<file path="src/rtl/tdpt_pkg.sv">
package tdpt_pkg;

  localparam int LimitW = 8;
  localparam int TicksW = 16;
  localparam int CfgIdxW = 8;
  localparam int CfgDataW = 16;

  localparam logic CmdTick = 1'b0;
  localparam logic CmdFetch = 1'b1;

  localparam logic [CfgIdxW-1:0] RegDebounceLimit = 8'd0;
  localparam logic [CfgIdxW-1:0] RegShortPress = 8'd1;
  localparam logic [CfgIdxW-1:0] RegLongPress = 8'd2;
  localparam logic [CfgIdxW-1:0] RegPressCap = 8'd3;

  localparam logic [LimitW-1:0] DebounceLimitRst = 8'd50;
  localparam logic [TicksW-1:0] ShortPressRst = 16'd500;
  localparam logic [TicksW-1:0] LongPressRst = 16'd2000;
  localparam logic [TicksW-1:0] PressCapRst = 16'd60000;

  typedef enum logic [1:0] {
    EVT_NONE  = 2'd0,
    EVT_EDGE  = 2'd1,
    EVT_SHORT = 2'd2,
    EVT_LONG  = 2'd3
  } evt_t;

  typedef struct packed {
    logic cmd;
    logic raw_level;
  } in_t;

  typedef struct packed {
    evt_t              event_code;
    logic              pressed_level;
    logic [TicksW-1:0] press_duration;
  } out_t;

  typedef struct packed {
    logic [LimitW-1:0] debounce_limit;
    logic [TicksW-1:0] short_press_ticks;
    logic [TicksW-1:0] long_press_ticks;
    logic [TicksW-1:0] press_cap_ticks;
  } cfg_t;

endpackage

</file>
<file path="src/rtl/tdpt_cfg_regs.sv">
module tdpt_cfg_regs (
  input  logic                           clk,
  input  logic                           rst_n,
  input  logic                           wr_en,
  input  logic [tdpt_pkg::CfgIdxW-1:0]  wr_index,
  input  logic [tdpt_pkg::CfgDataW-1:0] wr_data,
  output tdpt_pkg::cfg_t                 cfg
);

  tdpt_pkg::cfg_t cfg_r;

  always_ff @(posedge clk) begin
    if (!rst_n) begin
      cfg_r.debounce_limit    <= tdpt_pkg::DebounceLimitRst;
      cfg_r.short_press_ticks <= tdpt_pkg::ShortPressRst;
      cfg_r.long_press_ticks  <= tdpt_pkg::LongPressRst;
      cfg_r.press_cap_ticks   <= tdpt_pkg::PressCapRst;
    end else if (wr_en) begin
      case (wr_index)
        tdpt_pkg::RegDebounceLimit: begin
          cfg_r.debounce_limit <= wr_data[tdpt_pkg::LimitW-1:0];
        end
        tdpt_pkg::RegShortPress: begin
          cfg_r.short_press_ticks <= wr_data[tdpt_pkg::TicksW-1:0];
        end
        tdpt_pkg::RegLongPress: begin
          cfg_r.long_press_ticks <= wr_data[tdpt_pkg::TicksW-1:0];
        end
        tdpt_pkg::RegPressCap: begin
          cfg_r.press_cap_ticks <= wr_data[tdpt_pkg::TicksW-1:0];
        end
        default: begin
        end
      endcase
    end
  end

  assign cfg = cfg_r;

endmodule

</file>
<file path="src/rtl/tdpt_core.sv">
module tdpt_core #(
  parameter int DEBOUNCE_WIDTH = 8
) (
  input  logic           clk,
  input  logic           rst_n,
  input  logic           advance,
  input  tdpt_pkg::in_t  item,
  input  tdpt_pkg::cfg_t cfg,
  output tdpt_pkg::out_t result
);

  localparam int LimW = (DEBOUNCE_WIDTH > tdpt_pkg::LimitW) ? DEBOUNCE_WIDTH : tdpt_pkg::LimitW;
  localparam logic [LimW-1:0] CntMax = LimW'((1 << DEBOUNCE_WIDTH) - 1);

  logic [DEBOUNCE_WIDTH-1:0]   cnt_r, cnt_nxt;
  logic                        lvl_r, lvl_nxt;
  logic [tdpt_pkg::TicksW-1:0] press_r, press_nxt;
  tdpt_pkg::evt_t              evt_r, evt_nxt;

  logic [LimW-1:0]           lim_ext;
  logic [LimW-1:0]           lim_eff;
  logic [DEBOUNCE_WIDTH-1:0] lim;

  // effective limit clipped to the integrator range
  always_comb begin
    lim_ext = LimW'(cfg.debounce_limit);
    lim_eff = (lim_ext < CntMax) ? lim_ext : CntMax;
    lim     = lim_eff[DEBOUNCE_WIDTH-1:0];
  end

  always_comb begin
    cnt_nxt   = cnt_r;
    lvl_nxt   = lvl_r;
    press_nxt = press_r;
    evt_nxt   = evt_r;
    result.event_code = tdpt_pkg::EVT_NONE;
    if (item.cmd == tdpt_pkg::CmdTick) begin
      if (item.raw_level) begin
        if (cnt_r < lim) begin
          cnt_nxt = cnt_r + 1'b1;
        end
        if (cnt_nxt >= lim && !lvl_r) begin
          lvl_nxt = 1'b1;
          evt_nxt = tdpt_pkg::EVT_EDGE;
        end
      end else begin
        if (cnt_r != '0) begin
          cnt_nxt = cnt_r - 1'b1;
        end
        if (cnt_nxt == '0 && lvl_r) begin
          lvl_nxt   = 1'b0;
          press_nxt = '0;
        end
      end
      if (lvl_nxt) begin
        if (press_nxt < cfg.press_cap_ticks) begin
          press_nxt = press_nxt + 1'b1;
        end
        if (press_nxt == cfg.short_press_ticks) begin
          evt_nxt = tdpt_pkg::EVT_SHORT;
        end
        if (press_nxt == cfg.long_press_ticks) begin
          evt_nxt = tdpt_pkg::EVT_LONG;
        end
      end
    end else begin
      result.event_code = evt_r;
      evt_nxt = tdpt_pkg::EVT_NONE;
    end
    result.pressed_level  = lvl_nxt;
    result.press_duration = lvl_nxt ? press_nxt : '0;
  end

  always_ff @(posedge clk) begin
    if (!rst_n) begin
      cnt_r   <= '0;
      lvl_r   <= 1'b0;
      press_r <= '0;
      evt_r   <= tdpt_pkg::EVT_NONE;
    end else if (advance) begin
      cnt_r   <= cnt_nxt;
      lvl_r   <= lvl_nxt;
      press_r <= press_nxt;
      evt_r   <= evt_nxt;
    end
  end

endmodule

</file>
<file path="src/rtl/touch_debounce_press_timer_top.sv">
// Touch debounce with press timer. Each input transfer is either a one-millisecond
// tick carrying the raw touch level or a fetch of the pending event, and each gives
// exactly one result. The block takes one item per clock cycle while the output side
// is not stalled. An item transferred in is held in the input register, moves into
// the result register as the pipeline advances (out_valid rises then) and is
// transferred out from the result register. The debounce state is updated as the
// item moves into the result register. A stalled output holds the pipeline, and the
// input side keeps accepting until both registers are full. Configuration writes are
// always accepted once cfg_ready has risen (cfg_ready is low in reset and in the
// cycle after it) and go to the registers debounce_limit, short_press_ticks,
// long_press_ticks and press_cap_ticks at indexes 0 to 3; other indexes are ignored.
// DEBOUNCE_WIDTH sets the width of the integrator, and the debounce limit is clipped
// to its range.
module touch_debounce_press_timer_top #(
  parameter int DEBOUNCE_WIDTH = 8
) (
  input  logic                           clk,
  input  logic                           rst_n,
  input  logic                           in_valid,
  output logic                           in_ready,
  input  tdpt_pkg::in_t                  in_data,
  output logic                           out_valid,
  input  logic                           out_ready,
  output tdpt_pkg::out_t                 out_data,
  input  logic                           cfg_valid,
  output logic                           cfg_ready,
  input  logic [tdpt_pkg::CfgIdxW-1:0]  cfg_index,
  input  logic [tdpt_pkg::CfgDataW-1:0] cfg_data
);

  tdpt_pkg::in_t  in_r;
  logic           in_vld_r;
  tdpt_pkg::out_t out_r;
  logic           out_vld_r;
  logic           cfg_ready_r;
  tdpt_pkg::out_t result;
  tdpt_pkg::cfg_t cfg;
  logic           advance;

  assign advance  = in_vld_r && (!out_vld_r || out_ready);
  assign in_ready = !in_vld_r || advance;

  always_ff @(posedge clk) begin
    if (!rst_n) begin
      in_vld_r    <= 1'b0;
      out_vld_r   <= 1'b0;
      cfg_ready_r <= 1'b0;
    end else begin
      cfg_ready_r <= 1'b1;
      if (in_ready) begin
        in_vld_r <= in_valid;
      end
      if (advance) begin
        out_vld_r <= 1'b1;
      end else if (out_ready) begin
        out_vld_r <= 1'b0;
      end
    end
  end

  always_ff @(posedge clk) begin
    if (in_valid && in_ready) begin
      in_r <= in_data;
    end
    if (advance) begin
      out_r <= result;
    end
  end

  tdpt_cfg_regs u_cfg (
    .clk      (clk),
    .rst_n    (rst_n),
    .wr_en    (cfg_valid && cfg_ready_r),
    .wr_index (cfg_index),
    .wr_data  (cfg_data),
    .cfg      (cfg)
  );

  tdpt_core #(
    .DEBOUNCE_WIDTH(DEBOUNCE_WIDTH)
  ) u_core (
    .clk     (clk),
    .rst_n   (rst_n),
    .advance (advance),
    .item    (in_r),
    .cfg     (cfg),
    .result  (result)
  );

  assign out_valid = out_vld_r;
  assign out_data  = out_r;
  assign cfg_ready = cfg_ready_r;

endmodule

</file>
<file path="config.mk">
export PLATFORM = sky130hd
export DESIGN_NAME = touch_debounce_press_timer_top
export DESIGN_NICKNAME = d
export VERILOG_FILES = /design/src/rtl/tdpt_pkg.sv /design/src/rtl/tdpt_cfg_regs.sv /design/src/rtl/tdpt_core.sv /design/src/rtl/touch_debounce_press_timer_top.sv
export SDC_FILE = /design/constraint.sdc
export NUM_CORES = 1
export LEC_CHECK = 0
export ABC_AREA = 1
export BUFFER_PORTS_ARGS = -buffer_cell sky130_fd_sc_hd__buf_2
export CORE_ASPECT_RATIO = 1.5
export CORE_MARGIN = 2
export CORE_UTILIZATION = 30
export CTS_CLUSTER_DIAMETER = 100
export DETAILED_ROUTE_END_ITERATION = 8
export PLACE_DENSITY = 0.51
export SLEW_MARGIN = 40
export SYNTH_ARGS = -nofsm -noshare
export SYNTH_HDL_FRONTEND = slang
export SYNTH_SLANG_ARGS = --single-unit
</file>
<file path="constraint.sdc">
create_clock -name clk -period 10.82 [get_ports clk]
set_input_delay 1.623 -clock clk [delete_from_list [all_inputs] [get_ports clk]]
set_output_delay 1.623 -clock clk [all_outputs]
set_load 0.01 [all_outputs]
</file>
## After elaboration in Yosys (flattened, before gate mapping)

Cells that the tools add are included.

- Add/subtract/negate cells: 3
- Magnitude comparators: 4
- Eq/ne operators: 5
- Muxes and demuxes: 30
- Bitwise operators: 1
- Reduce and logical (&&, ||, !) cells: 19

Operator list:

| operator | number |
|---|---|
| $mux W16 | 8 |
| $mux W8 | 8 |
| $eq A16 B16 Y1 | 2 |
| $add A16 B1 Y16 const B | 1 |
| $eq A8 B2 Y1 const B | 2 |
| $logic_not A8 Y1 | 2 |
| $lt A16 B16 Y1 | 1 |
| $mux W2 | 6 |
| $reduce_and A2 Y1 | 5 |
| $add A8 B1 Y8 const B | 1 |
| $eq A8 B1 Y1 const B | 1 |
| $ge A8 B8 Y1 | 1 |
| $lt A8 B8 Y1 | 1 |
| $lt A8 B8 Y1 const B | 1 |
| $mux W1 | 8 |
| $reduce_bool A8 Y1 | 1 |
| $sub A8 B1 Y8 const B | 1 |
| $logic_and A1 B1 Y1 | 5 |
| $logic_not A1 Y1 | 3 |
| $logic_or A1 B1 Y1 | 2 |
| $reduce_bool A2 Y1 | 1 |
| $not A1 Y1 | 1 |

- Bits in registers: 107
- Bits of input ports: 31
- Output and inout port bits: 22
- Logic and storage cells: 78

## Depth between registers and ports, before layout

- Depth after elaboration: 18
- Depth in mapped cells: 36
- Mapped depth without buffers: 34

## Cells and area by module

A second synthesis with hierarchy kept.

- Cell total of the unflattened synthesis: 1035
- Area total of the unflattened synthesis: 7008.0 sq um

By module, submodules not included:

| module | times used | cells an instance | area an instance (sq um) | sequential area each (sq um) |
|---|---|---|---|---|
| tdpt_core | 1 | 680 | 3880.0 | 540.5 |
| tdpt_cfg_regs | 1 | 318 | 2374.8 | 1121.1 |
| touch_debounce_press_timer_top | 1 | 37 | 753.2 | 690.7 |

## Worst setup path after synthesis

Ideal clock, no wire load.

- Path kind: register -> register
- Start point: register u_core.cnt_r[0]
- End point: register u_core.evt_r[0]
- Library setup time: 0.132 ns
- Data arrival time: 3.890 ns
- Required time: 10.688 ns
- Slack: 6.798 ns
- Cell stages (with the launch flop): 32
- Path buffers: 3
- Clock period less this slack: 4.022 ns
- Path through: dfxtp_1 > inv_2 > ha_1 > inv_1 > nor2_1 > nand2_1 > nand2_1 > nand2_1 > nand2_1 > nand2_1 > nor2_4 > nand3_4 > buf_6 > nand2_1 > inv_1 > ha_1 > a21oi_1 > nor2_1 > a211oi_1 > o221a_2 > buf_2 > clkbuf_1 > nand3_1 > nand2_2 > xor2_1 > nand2_1 > nor2_1 > nand3_1 > nand2_1 > nand2_1 > nand2_1 > a21oi_1

- Cells in the longest elaborated chain, start to end: 18
- Elaborated cells on any way between the ends: 34
- Those cells by class: 3 x add/sub; 3 x order compare; 2 x eq/ne; 22 x mux; 4 x reduce/logical

Ends and longest elaborated chain:

| item | RTL line | RTL |
|---|---|---|
| from (decl) | tdpt_core.sv:15 | `logic [DEBOUNCE_WIDTH-1:0] cnt_r, cnt_nxt;` |
| from (signal assigned) | tdpt_core.sv:81 | `cnt_r <= cnt_nxt;` |
| $sub A8 B1 Y8 / $reduce_bool A8 Y1 (equally long branches) | tdpt_core.sv:48, tdpt_core.sv:47 |  |
| $mux W8 | tdpt_core.sv:47 | `if (cnt_r != '0) begin` |
| $mux W8 | tdpt_core.sv:38 | `if (item.raw_level) begin` |
| $mux W8 | tdpt_core.sv:37 | `if (item.cmd == tdpt_pkg::CmdTick) begin` |
| $logic_not A8 Y1 | tdpt_core.sv:50 | `if (cnt_nxt == '0 && lvl_r) begin` |
| $logic_and A1 B1 Y1 | tdpt_core.sv:50 |  |
| $mux W16 | tdpt_core.sv:50 |  |
| $mux W16 | tdpt_core.sv:38 |  |
| [2 not listed] | n/a |  |
| $mux W16 | tdpt_core.sv:56 | `if (press_nxt < cfg.press_cap_ticks) begin` |
| $mux W16 | tdpt_core.sv:55 | `if (lvl_nxt) begin` |
| $mux W16 | tdpt_core.sv:37 |  |
| $eq A16 B16 Y1 | tdpt_core.sv:59 | `if (press_nxt == cfg.short_press_ticks) begin` |
| $mux W2 | tdpt_core.sv:59 |  |
| $mux W2 | tdpt_core.sv:62 | `if (press_nxt == cfg.long_press_ticks) begin` |
| $mux W2 (*) | tdpt_core.sv:55 |  |
| $mux W2 (*) | tdpt_core.sv:37 |  |
| to (signal assigned) | tdpt_core.sv:79 | `evt_r <= tdpt_pkg::EVT_NONE;` |
| to (signal assigned) | tdpt_core.sv:84 | `evt_r <= evt_nxt;` |
| to (decl) | tdpt_core.sv:18 | `tdpt_pkg::evt_t evt_r, evt_nxt;` |

Mark *: on every way between the ends. The rest lies on a longest branch, timed or not. The select of a mux whose other input is x is not followed.
A chain may end at the register's enable or synchronous reset.

## Worst setup path after layout

Ends and elaborated chain as after synthesis.

==> flow_summary.yaml <==
setup_path:
  crit_path_max_incr_delay_ns: 0.49
  r2r-end: "u_core.evt_r[0]"
  cp-end-kind: "flop"
  r2r-start: "u_core.cnt_r[0]"
  reg2reg_depth: 31
  r2r_setup_slack_ns: 6.13
  slowest_stage: "o221a_2"
  startpoint_type: "flop"
  required_ns: 11.05
  critPathKind: "reg2reg"
  cpMostUsedCell: "nand2_1"
  path_max_fanout: 19
  arrival_ns: 4.92
timing:
  hold_ws_ns: 0.468
  period_needed_ns: 4.69
  finClkSkew_ns: 0.0142
  hold_viol: 0
  period_share: 0.434
  finalMaxSlewViolations: 0
  slew_headroom: 0.496
  worst_slack_ns: 6.13
  final.setup.tns_ns: 0
  rsz0062_at_grt: "no"
  setup_viol: 0
  timing.fmax_ghz: 0.213
  worst_pin_slew_ns: 0.754
power_and_ir_drop:
  irDropWorstVdd_mv: 0.0690
  powerDensity_mw_per_mm2: 116
  p_leak_nw: 3.32
  power_frac_clock: 0.392
  seq_power_share: 0.492
  combPwrFrac: 0.116
  internal_power_mw: 0.616
  p_sw_frac: 0.273
  p_switching_mw: 0.232
synthesis:
  ys.flop_type: "dfxtp_1"
  yosysSeqAreaShare: 0.361
  syn_area_per_cell_um2: 6.99
  syn_inst: 933
  yosys.area.top_type_share: 0.264
  synth_edf_count: 21
  synth_area_leaders: "dfxtp_1, nand2_1, edfxtp_1"
  synth_most_common_cell: "nand2_1"
  ys_ff_latch: 107
  syn_nets: 997
  yosysUniqueCellTypes: 38
  synth-async-reset-ratio: 0
  ys_top_cells_by_count: "nand2_1, a21oi_1, inv_1, nor2_1, dfxtp_1"
  netlist_area_mm2: 0.00652
  yosys.area.top_type: "dfxtp_1"
  ys_warn_count: 0
hold_path:
  hold_end: "u_cfg.cfg[2]"
  hp-class: "reg2reg"
  hold_start: "u_cfg.cfg[2]"
  hold_depth: 2
global_route:
  grt_start_max_net_pins: 59
  grt_pass1_vias: 5589
  grt_pass1_wl_mm: 29.5
  gr-total-overflow: 0
  antenna_found_initial: 0
  grt_usage: 0.160
route:
  ant_nets: 0
  drt-pass1-iter-count: 6
  drt-initial-drc-count: 425
  drt-vias-per-instance: 4.78
  wire_per_inst_um: 14.5
  drc: 0
  routed_wl_mm: 18.0
  routed-via-count: 5929
placement:
  pre_cts_ws_ns: 6.14
  gp_congestion: 0.969
  postPlaceCellArea_mm2: 0.00699
  dp_cells: 1225
  port_buffers: 52
  dp_hpwl_mm: 14.1
final_layout:
  multi_input_area_mm2: 0.00362
  nets: 1028
  seq_area_mm2: 0.00235
  finalInstanceArea_mm2: 0.00729
  drive_above_1_share: 0.124
  diodes: 0
  fillers: 2346
  final_cells: 1241
  syn_to_final_growth_pct: 11.8
floorplanning:
  ios: 53
  die_x_um: 124
  core-area_mm2: 0.0216
  fp.dieH_um: 185
  rows: 66
  dieArea_mm2: 0.0230
  initial_utilization: 0.303
clock_network:
  clock_sinks: 107
  root_buffer: "clkbuf_16"
  clock_path_buffers: 2
  h-tree-depth: 3
  cts_tree: "built"
  ctsResizeCount: 0
  cts_hold_buf: 0
  clock_latency_ns: 0.37
  clk_pin_slew_ns: 0.08
  numCtsBuffers: 9
  cts_setup_buffers: 0
flow_run:
  drv_cap: 0
outcome:
  status: "completed"
==> placed cells by master, fill, tap and decap left out, types with 4 or more instances in the layout <==
cell type	instances
nand2_1	225
a21oi_1	99
inv_1	91
nor2_1	87
dfxtp_1	86
o21ai_0	65
nand3_1	52
buf_2	52
ha_1	33
o211ai_1	27
edfxtp_1	21
nand2_2	17
xor2_1	17
nand3b_1	17
inv_2	12
nand4_1	10
clkbuf_16	9
nand2_4	6
nor3_1	5
nor2_2	4
==> power groups by stage <==
stage / clock, mW / sequential (mW) / combinational (mW)
5_1_grt: 0.356 / 0.418 / 0.113
4_1_cts: 0.341 / 0.417 / 0.0994
2_1_floorplan: 0 / 0.427 / 0.0685
6_report: 0.332 / 0.417 / 0.0981
3_5_place_dp: 0 / 0.426 / 0.0991
3_3_place_gp: 0 / 0.426 / 0.0988
==> per-stage QoR <==
step           total power, mW  utilization
6_report                 0.847        0.338
5_1_grt                  0.887        0.338
4_1_cts                  0.857        0.338
3_5_place_dp             0.525        0.324
3_3_place_gp             0.525        0.324
2_1_floorplan            0.495            -
==> cell families after synthesis <==
family,Yosys count,synth area share
AO/OA/AOI/OAI,202,0.170
XOR/XNOR,19,0.0255
adder cells (fa/ha/maj),33,0.0633
buffers and inverters,139,0.0837
flip-flops,107,0.361
AND/OR/NAND/NOR,433,0.296
==> layer usage <==
layer  wire (um)  part of all wire  GRT usage
met2        8450              0.47      0.267
met3         646             0.036     0.0229
met1        8480              0.47      0.209
met5           0                 0          0
met4         473             0.026     0.0661
==> sequential cells by signal (all words and copies together), names as in the netlist <==
| register | flops |
|---|---|
| cfg_ready | 1 |
| in_r | 2 |
| in_vld_r | 1 |
| out_data | 19 |
| out_valid | 1 |
| u_cfg.cfg | 56 |
| u_core.cnt_r | 8 |
| u_core.evt_r | 2 |
| u_core.lvl_r | 1 |
| u_core.press_r | 16 |
==> how the worst max path moves through the flow <==
stage                         start               to  cells after the start
finish              u_core.cnt_r[0]  u_core.evt_r[0]                     31
global route        u_core.cnt_r[0]  u_core.evt_r[0]                     31
CTS                 u_core.cnt_r[0]  u_core.evt_r[0]                     31
detailed placement  u_core.cnt_r[0]  u_core.evt_r[0]                     31
global placement      u_cfg.cfg[49]      out_data[1]                     24
floorplan           u_core.cnt_r[0]  u_core.evt_r[0]                     31
==> cell type report <==
cell class | count | share of cell area
sequential | 107 | 0.323
multi-input combinational | 687 | 0.497
inverter | 104 | 0.0536
clock buffer | 11 | 0.0347
clock inverter | 5 | 0.00601
timing repair buffer | 55 | 0.0388
tap | 272 | 0.0467
==> critical path, delay by kind of cell, from the launching register on <==
family / cells / cell delay, ns
AO/OA/AOI/OAI: 4 / 0.88
flip-flops: 1 / 0.37
buffers and inverters: 3 / 0.30
adder cells (fa/ha/maj): 2 / 0.51
AND/OR/NAND/NOR: 22 / 2.51
Note: power is estimated with default switching activity, not from simulation.
